[src/rtl/clle_pkg.sv]
// Shared definitions for the cursor linked-list engine: field widths, command
// and status codes, and the command/status bundles between controller and datapath.
// No dependencies.
package clle_pkg;

  // Default sizing of the node store.
  localparam int NODE_COUNT_DEF  = 256;
  localparam int VALUE_WIDTH_DEF = 32;

  // Widths of the fields carried on the stream ports.
  localparam int CMD_W  = 3;
  localparam int ELEM_W = 32;
  localparam int IDX_W  = 8;
  localparam int STAT_W = 2;

  // Input beat layout, first field in the lowest bits.
  localparam int IN_ELEM_LO = CMD_W;
  localparam int IN_HEAD_LO = IN_ELEM_LO + ELEM_W;
  localparam int IN_POS_LO  = IN_HEAD_LO + IDX_W;
  localparam int IN_BITS    = IN_POS_LO + IDX_W;
  localparam int S_TDATA_W  = ((IN_BITS + 7) / 8) * 8;

  // Output beat layout.
  localparam int OUT_BITS  = IDX_W + IDX_W + ELEM_W + STAT_W;
  localparam int M_TDATA_W = ((OUT_BITS + 7) / 8) * 8;

  // Commands.
  localparam logic [CMD_W-1:0] CMD_INIT        = 3'd0;
  localparam logic [CMD_W-1:0] CMD_MAKE_EMPTY  = 3'd1;
  localparam logic [CMD_W-1:0] CMD_INSERT      = 3'd2;
  localparam logic [CMD_W-1:0] CMD_DELETE      = 3'd3;
  localparam logic [CMD_W-1:0] CMD_FIND        = 3'd4;
  localparam logic [CMD_W-1:0] CMD_FIND_PREV   = 3'd5;
  localparam logic [CMD_W-1:0] CMD_DELETE_LIST = 3'd6;
  localparam logic [CMD_W-1:0] CMD_READ_NODE   = 3'd7;

  // Result status codes.
  localparam logic [STAT_W-1:0] ST_OK       = 2'd0;
  localparam logic [STAT_W-1:0] ST_NO_SPACE = 2'd1;
  localparam logic [STAT_W-1:0] ST_NO_MATCH = 2'd2;

  // Datapath operations issued by the controller.
  typedef logic [3:0] dp_op_t;
  localparam dp_op_t OP_NONE       = 4'd0;
  localparam dp_op_t OP_LOAD       = 4'd1;
  localparam dp_op_t OP_SWEEP      = 4'd2;
  localparam dp_op_t OP_RD_HEAD    = 4'd3;
  localparam dp_op_t OP_RD_POS     = 4'd4;
  localparam dp_op_t OP_ADVANCE    = 4'd5;
  localparam dp_op_t OP_UNLINK     = 4'd6;
  localparam dp_op_t OP_GIVE_CUR   = 4'd7;
  localparam dp_op_t OP_CLEAR_HEAD = 4'd8;
  localparam dp_op_t OP_GIVE_ADV   = 4'd9;
  localparam dp_op_t OP_TAKE_RD    = 4'd10;
  localparam dp_op_t OP_TAKE_EMPTY = 4'd11;
  localparam dp_op_t OP_TAKE_INS   = 4'd12;
  localparam dp_op_t OP_INS_LINK   = 4'd13;
  localparam dp_op_t OP_INS_HOOK   = 4'd14;
  localparam dp_op_t OP_EMIT       = 4'd15;

  // Source of the result fields when a beat is emitted.
  typedef logic [2:0] res_sel_t;
  localparam res_sel_t RES_NONE = 3'd0;
  localparam res_sel_t RES_T    = 3'd1;
  localparam res_sel_t RES_CUR  = 3'd2;
  localparam res_sel_t RES_PREV = 3'd3;
  localparam res_sel_t RES_READ = 3'd4;

  // Controller to datapath.
  typedef struct packed {
    dp_op_t              op;
    res_sel_t            res_sel;
    logic [STAT_W-1:0]   status;
  } dp_cmd_t;

  // Datapath to controller.
  typedef struct packed {
    logic head_zero;
    logic free_empty;
    logic match;
    logic link_zero;
    logic cur_zero;
    logic count_full;
    logic sweep_last;
  } dp_stat_t;

endpackage

[src/rtl/clle_ctrl.sv]
// Controller of the linked-list engine: accepts command beats, sequences the
// datapath operations and owns the output valid flag.
// Depends on clle_pkg.
module clle_ctrl
  import clle_pkg::*;
(
  input  logic             clk,
  input  logic             rst,
  input  logic             in_valid,
  output logic             in_ready,
  input  logic [CMD_W-1:0] in_command,
  output logic             out_valid,
  input  logic             out_ready,
  output dp_cmd_t          dp_cmd,
  input  dp_stat_t         dp_stat
);

  localparam logic [3:0] S_SWEEP    = 4'd0;
  localparam logic [3:0] S_IDLE     = 4'd1;
  localparam logic [3:0] S_HEAD     = 4'd2;
  localparam logic [3:0] S_SEARCH   = 4'd3;
  localparam logic [3:0] S_DEL_GIVE = 4'd4;
  localparam logic [3:0] S_FREE_CLR = 4'd5;
  localparam logic [3:0] S_FREE     = 4'd6;
  localparam logic [3:0] S_TAKE     = 4'd7;
  localparam logic [3:0] S_TAKE2    = 4'd8;
  localparam logic [3:0] S_INS_LINK = 4'd9;
  localparam logic [3:0] S_INS_HOOK = 4'd10;
  localparam logic [3:0] S_READ     = 4'd11;
  localparam logic [3:0] S_EMIT     = 4'd12;

  logic [3:0]        state;
  logic [3:0]        state_next;
  logic [CMD_W-1:0]  cmd;
  logic [CMD_W-1:0]  cmd_next;
  res_sel_t          res_sel;
  res_sel_t          res_sel_next;
  logic [STAT_W-1:0] status;
  logic [STAT_W-1:0] status_next;
  logic              init_run;
  logic              init_run_next;
  logic              emit;

  assign in_ready = (state == S_IDLE);

  // Next-state and operation decode.
  always_comb begin
    state_next     = state;
    cmd_next       = cmd;
    res_sel_next   = res_sel;
    status_next    = status;
    init_run_next  = init_run;
    emit           = 1'b0;
    dp_cmd.op      = OP_NONE;
    dp_cmd.res_sel = res_sel;
    dp_cmd.status  = status;
    unique case (state)
      S_SWEEP: begin
        dp_cmd.op = OP_SWEEP;
        if (dp_stat.sweep_last) begin
          init_run_next = 1'b0;
          state_next    = init_run ? S_EMIT : S_IDLE;
        end
      end
      S_IDLE: begin
        if (in_valid) begin
          dp_cmd.op    = OP_LOAD;
          cmd_next     = in_command;
          res_sel_next = RES_NONE;
          status_next  = ST_OK;
          unique case (in_command) inside
            CMD_INIT: begin
              init_run_next = 1'b1;
              state_next    = S_SWEEP;
            end
            CMD_INSERT:    state_next = S_TAKE;
            CMD_READ_NODE: state_next = S_READ;
            CMD_MAKE_EMPTY, CMD_DELETE, CMD_FIND, CMD_FIND_PREV, CMD_DELETE_LIST:
              state_next = S_HEAD;
            default: state_next = S_IDLE;
          endcase
        end
      end
      S_HEAD: begin
        dp_cmd.op = OP_RD_HEAD;
        if (cmd == CMD_MAKE_EMPTY && dp_stat.head_zero) begin
          state_next = S_TAKE;
        end else if (cmd == CMD_MAKE_EMPTY || cmd == CMD_DELETE_LIST) begin
          state_next = S_FREE_CLR;
        end else begin
          state_next = S_SEARCH;
        end
      end
      // One node compared per cycle.
      S_SEARCH: begin
        if (dp_stat.match) begin
          if (cmd == CMD_FIND) begin
            res_sel_next = RES_CUR;
            state_next   = S_EMIT;
          end else if (cmd == CMD_FIND_PREV) begin
            res_sel_next = RES_PREV;
            state_next   = S_EMIT;
          end else begin
            dp_cmd.op  = OP_UNLINK;
            state_next = S_DEL_GIVE;
          end
        end else if (dp_stat.link_zero || dp_stat.count_full) begin
          if (cmd == CMD_DELETE) begin
            status_next = ST_NO_MATCH;
          end
          state_next = S_EMIT;
        end else begin
          dp_cmd.op = OP_ADVANCE;
        end
      end
      S_DEL_GIVE: begin
        dp_cmd.op  = OP_GIVE_CUR;
        state_next = S_EMIT;
      end
      S_FREE_CLR: begin
        dp_cmd.op  = OP_CLEAR_HEAD;
        state_next = S_FREE;
      end
      // One node returned to the free list per cycle.
      S_FREE: begin
        if (dp_stat.cur_zero || dp_stat.count_full) begin
          state_next = (cmd == CMD_MAKE_EMPTY) ? S_TAKE : S_EMIT;
        end else begin
          dp_cmd.op = OP_GIVE_ADV;
        end
      end
      S_TAKE: begin
        if (dp_stat.free_empty) begin
          status_next = ST_NO_SPACE;
          state_next  = S_EMIT;
        end else begin
          dp_cmd.op  = OP_TAKE_RD;
          state_next = S_TAKE2;
        end
      end
      S_TAKE2: begin
        if (cmd == CMD_INSERT) begin
          dp_cmd.op  = OP_TAKE_INS;
          state_next = S_INS_LINK;
        end else begin
          dp_cmd.op    = OP_TAKE_EMPTY;
          res_sel_next = RES_T;
          state_next   = S_EMIT;
        end
      end
      S_INS_LINK: begin
        dp_cmd.op  = OP_INS_LINK;
        state_next = S_INS_HOOK;
      end
      S_INS_HOOK: begin
        dp_cmd.op    = OP_INS_HOOK;
        res_sel_next = RES_T;
        state_next   = S_EMIT;
      end
      S_READ: begin
        dp_cmd.op    = OP_RD_POS;
        res_sel_next = RES_READ;
        state_next   = S_EMIT;
      end
      S_EMIT: begin
        if (!out_valid || out_ready) begin
          dp_cmd.op  = OP_EMIT;
          emit       = 1'b1;
          state_next = S_IDLE;
        end
      end
      default: state_next = S_IDLE;
    endcase
  end

  // State registers; reset starts the link store rebuild.
  always_ff @(posedge clk) begin
    if (rst) begin
      state     <= S_SWEEP;
      init_run  <= 1'b0;
      out_valid <= 1'b0;
      cmd       <= CMD_INIT;
      res_sel   <= RES_NONE;
      status    <= ST_OK;
    end else begin
      state    <= state_next;
      init_run <= init_run_next;
      cmd      <= cmd_next;
      res_sel  <= res_sel_next;
      status   <= status_next;
      if (emit) begin
        out_valid <= 1'b1;
      end else if (out_ready) begin
        out_valid <= 1'b0;
      end
    end
  end

  // An accepted beat always starts work.
  assert property (@(posedge clk) disable iff (rst)
    (in_valid && in_ready) |=> (state != S_IDLE))
    else $error("accepted command left the controller idle");

  // A result appears only from the emit state.
  assert property (@(posedge clk) disable iff (rst)
    $rose(out_valid) |-> $past(state == S_EMIT))
    else $error("output valid raised outside the emit state");

  // A finished result waits while the output register is still occupied.
  assert property (@(posedge clk) disable iff (rst)
    (state == S_EMIT && out_valid && !out_ready) |=> (state == S_EMIT))
    else $error("result dropped while output stalled");

endmodule

[config.mk]
export PLATFORM = sky130hd
export DESIGN_NAME = clle_ctrl
export DESIGN_NICKNAME = d
export VERILOG_FILES = /design/src/rtl/clle_pkg.sv /design/src/rtl/clle_ctrl.sv
export SDC_FILE = /design/constraint.sdc
export NUM_CORES = 1
export LEC_CHECK = 0
export BUFFER_PORTS_ARGS = -buffer_cell sky130_fd_sc_hd__buf_2
export CORE_MARGIN = 4
export CORE_UTILIZATION = 45
export CTS_CLUSTER_SIZE = 25
export DETAILED_ROUTE_END_ITERATION = 10
export PLACE_DENSITY = 0.7
export RECOVER_POWER = 100
export SLEW_MARGIN = 0
export SYNTH_ARGS = -nofsm -noshare
export SYNTH_HDL_FRONTEND = slang
export SYNTH_SLANG_ARGS = --single-unit
[constraint.sdc]
create_clock -name clk -period 1.8 [get_ports clk]
set_clock_uncertainty 0.2 [all_clocks]
set_input_delay 0.09 -clock clk [delete_from_list [all_inputs] [get_ports clk]]
set_output_delay 0.09 -clock clk [all_outputs]
set_load 0.1 [all_outputs]
* After elaboration in Yosys (flattened, before gate mapping)
Cells that the tools add are included.
Operators by class: equality and inequality tests 38, muxes and demuxes 46, reduce and logical (&&, ||, !) cells 19
Operator list (count):
- two-way mux 4 bit | 14
- case mux 4 bit (13 select lines) | 1
- case mux 4 bit (11 select lines) | 1
- two-way mux 3 bit | 13
- equality test 3 bit (second input constant) | 7
- equality test 4 bit (second input constant) | 5
- != test 2 bit (second input constant) | 10
- equality test 4 x 3 -> 1 bit (second input constant) | 4
- case mux 4 bit (4 select lines) | 1
- case mux 3 bit (5 select lines) | 1
- equality test 3 x 2 -> 1 bit (second input constant) | 4
- two-way mux 2 bit | 5
- AND reduction 5 bit | 2
- equality test 4 x 2 -> 1 bit (second input constant) | 2
- two-way mux 1 bit | 8
- equality test 3 x 1 -> 1 bit (second input constant) | 2
- != test 3 bit (second input constant) | 2
- case mux 2 bit (3 select lines) | 1
- AND reduction 6 bit | 1
- nonzero test 5 bit | 1
- OR reduction 5 bit | 1
- equality test 4 x 1 -> 1 bit (second input constant) | 1
- logical NOT 4 bit | 1
- logical OR 1 bit | 4
- 10 further kinds | 11
Word-level totals: flip-flop bits (word level) 14, input port bits 14, output and inout bits 11, word-level logic and storage cells 109

* Longest topological paths before layout
word-level depth 5, gate-level depth with buffers 7, gate-level depth less buffers 5

* Worst setup path after synthesis
No wires, ideal clock.
path kind reg-to-output, start point reg cmd[1], end point out dp_cmd[7] (netlist name), data arrival time 3.049 ns, data required time 1.510 ns, path slack -1.539 ns, cell stages (with the launch flop) 5, buffers on the path 0, cell sequence dfxtp_1 > or3b_4 > nor2_1 > a21oi_1 > o21ai_0
RTL lines:
- from (decl) | line clle_ctrl.sv:34 | logic [CMD_W-1:0] cmd;
- from (signal assigned) | line clle_ctrl.sv:188 | cmd <= cmd_next;
- to (decl) | line clle_ctrl.sv:14 | output dp_cmd_t dp_cmd,

==> impl_metrics.csv <==
group,metric,value,unit
floorplan,die_x,59.2,um
sta,fin_ws,-273,ps
logic_synthesis,synth.cell_area,1180,um^2
place,dp_hpwl,3.29,mm
sta,grt_setup_unrepaired,"yes",
power,cellPowerDensity,1660,nW/um^2
global_routing,antenna_found_initial,0,
cells_and_area,area_growth,79.4,%
logic_synthesis,synth_top_area_cell,"dfxtp_1",
drt,drtAntennaViolNets,0,
worst_setup_path,crit_chain,"or3b_4, nor2_2, o2bb2ai_2, or3_4, buf_12",
floorplan,io_pins,25,
power,peakVddDrop,1.81,mV
sta,fin_setup_tns,-1950,ps
hold_path,min_path_cells,4,
cts,htree_levels,1,
sta,maxSlewHeadroom,55.1,%
status,status,"finished with violations",
cells_and_area,finalNonFillerCells,263,
hold_path,hold_class,"in -> reg",
logic_synthesis,synth_edf_count,0,
cts,clkSlewWorstSetupHoldPaths,80,ps
global_routing,grt_max_degree,15,
sta,slew_viol_final,0,
floorplan,start_util,47.6,%
cts,clk_latency,300,ps
cts,cts_tree,"built",
sta,fmaxAchievable,0.482,GHz
drt,drc,0,
global_routing,grt-ovfl-total,0,
sta,period_needed,2070,ps
drt,wl_per_cell,19.6,um
cells_and_area,finalNetCount,248,
logic_synthesis,ys.flop_type,"dfxtp_1",
sta,worstMarginPinSlew,657,ps
global_routing,grt_use_total,26.9,%
drt,vias,1645,
cells_and_area,diodes,0,
worst_setup_path,crit_path_end_kind,"output pin",
floorplan,core_region_area,2480,um^2
cts,cts_buffers,3,
global_routing,grt_pass1_vias,1500,
cells_and_area,final_common_cell,"buf_4",
worst_setup_path,critPathTopFamily,"simple AND/OR/NAND/NOR gates",
cells_and_area,layout-drive-gt1-share,56.2,%
sta,hold_viol_final,0,
logic_synthesis,synth_seq_cells,14,
cts,clockBufferDepth,2,
worst_setup_path,crit_arrival,1780,ps
status,violations,"negative setup slack",
drt,drt_iter0_drc,140,
worst_setup_path,startpoint_type,"flip-flop",
logic_synthesis,ys_types,50,
drt,drt_wl_total,5.15,mm
cells_and_area,final_cell_mix,"buf_4, nor2_1, buf_2",
place,place_inst,237,
global_routing,grt_pass1_wl,7.11,mm
floorplan,die_h,59.2,um
logic_synthesis,ys_seq_area_share,23.8,%
drt,viasPerCell,6.25,
logic_synthesis,synth_area_leaders,"dfxtp_1, a21oi_1, nor2_1",
logic_synthesis,avgSynthCellArea,7.56,um^2
sta,timing.final.crit_share,115,%
floorplan,row_count,18,
cts,ctsRootBufferMaster,"clkbuf_4",
logic_synthesis,yosys_warnings,0,
sta,setup_viol,10,
worst_setup_path,max_stage_delay,420,ps
worst_setup_path,crit_cells,5,
cts,clock_sinks,14,
logic_synthesis,yosysTopAreaCellShare,23.8,%
worst_setup_path,rr_worst_depth,7,
worst_setup_path,crit_path_top_delay_cell,"or3b_4",
floorplan,die-area,3500,um^2
drt,first_pass_iters,8,
power,leakage,0.837,nW
worst_setup_path,crit_fanout,4,
worst_setup_path,critPathKind,"reg -> out",
place,gp_congestion,0.988,
run,maxCapViolCount,0,
worst_setup_path,critPathBufInv,1,
logic_synthesis,syn-instance-count,156,
place,numPortBuffers,24,
logic_synthesis,synth_async_sr_flop_share,0,%
logic_synthesis,synth_nets,170,
worst_setup_path,critPathRequiredTime,1510,ps
## path summary, 6_finish.rpt
check / slack (ps) / end / start
worst max-delay path: -270 / dp_cmd[6] / cmd[0]
worst min-delay path: 10 / init_run / dp_stat[0]
worst max register to register: -260 / res_sel[1] / state[3]
worst min register to register: 300 / res_sel[2] / res_sel[2]
## registers in the layout, summed over array words and instances, names as in the netlist
| name | count |
|---|---|
| out_valid | 1 |
| status | 2 |
| res_sel | 3 |
| init_run | 1 |
| state | 4 |
| cmd | 3 |
## metal layers
layer  up-vias  share of wire (%)  global-route usage [%]
li1        743                  -                       -
met1       777                 37                    33.2
met2        96                 51                    44.6
met3        29                7.9                    5.66
met4         0                4.2                    11.7
met5         -                  0                       0
## logic make-up after synthesis
group / count (synthesis) / share of synthesized area, %
AND/OR/NAND/NOR: 78 / 39.3
AO/OA/AOI/OAI: 45 / 27.3
buffers and inverters: 15 / 6.26
flip-flops: 14 / 23.8
multiplexers: 3 / 2.65
XOR/XNOR: 1 / 0.743
## synthesized netlist by cell type, drive strengths merged, types with 2 or more instances
cell	n
nor2	16
nand2b	5
clkbuf	2
nand2	13
nand3	7
buf	7
nor4	2
o21ai	9
o311ai	2
or3b	2
a311oi	2
mux2i	2
nand4bb	2
nor3b	2
o2bb2ai	2
or4	2
nor2b	7
o2111ai	2
a31oi	3
or2	4
nor3	7
inv	6
dfxtp	14
nand4	4
a21oi	12
a2111oi	2
## worst register-to-register path: stages (launching register included)
cell	delay [ps]
dfxtp_4	390
buf_4	180
nand2b_1	190
nor4_4	70
buf_4	150
a2111oi_4	440
mux2i_1	280
nor2_1	60
## timing repair
item,CTS,global route
endpoints found under the hold margin,14,0
hold buffers,5,0
buffers inserted,3,15
resized for setup,16,47
setup endpoints to repair,11,14
pin swaps,10,23
## report_power, final
group | internal, mW | switching, mW | total (mW) | leakage (nW)
Clock | 0.0864 | 0.121 | 0.207 | 0.0150
Combinational | 1.24 | 1.57 | 2.81 | 0.703
Sequential | 0.382 | 0.0978 | 0.480 | 0.119
## per-stage QoR
step | hold slack, ps | power (mW) | cell area (um^2) | util (%) | worst slack (ps)
global placement | 208 | 2.73 | 1680 | 67.8 | -69.8
CTS | 22.9 | 3.06 | 1820 | 73.6 | -256
floorplan | -48.1 | 1.92 | 1230 | - | -1310
finish | 10.8 | 3.50 | 2110 | 85.4 | -273
global route | 48.0 | 3.63 | 2110 | 85.4 | -316
detailed placement | 215 | 2.76 | 1680 | 67.8 | -152
## final cells by class
class / count / area (um^2)
Inverter: 6 / 28.8
Timing Repair Buffer: 82 / 696
Sequential cell: 14 / 308
Tap cell: 30 / 37.5
Fill cell: 149 / 363
Clock buffer: 4 / 26.3
Multi-Input combinational cell: 127 / 1020
Power figures use the tool's default switching activity.
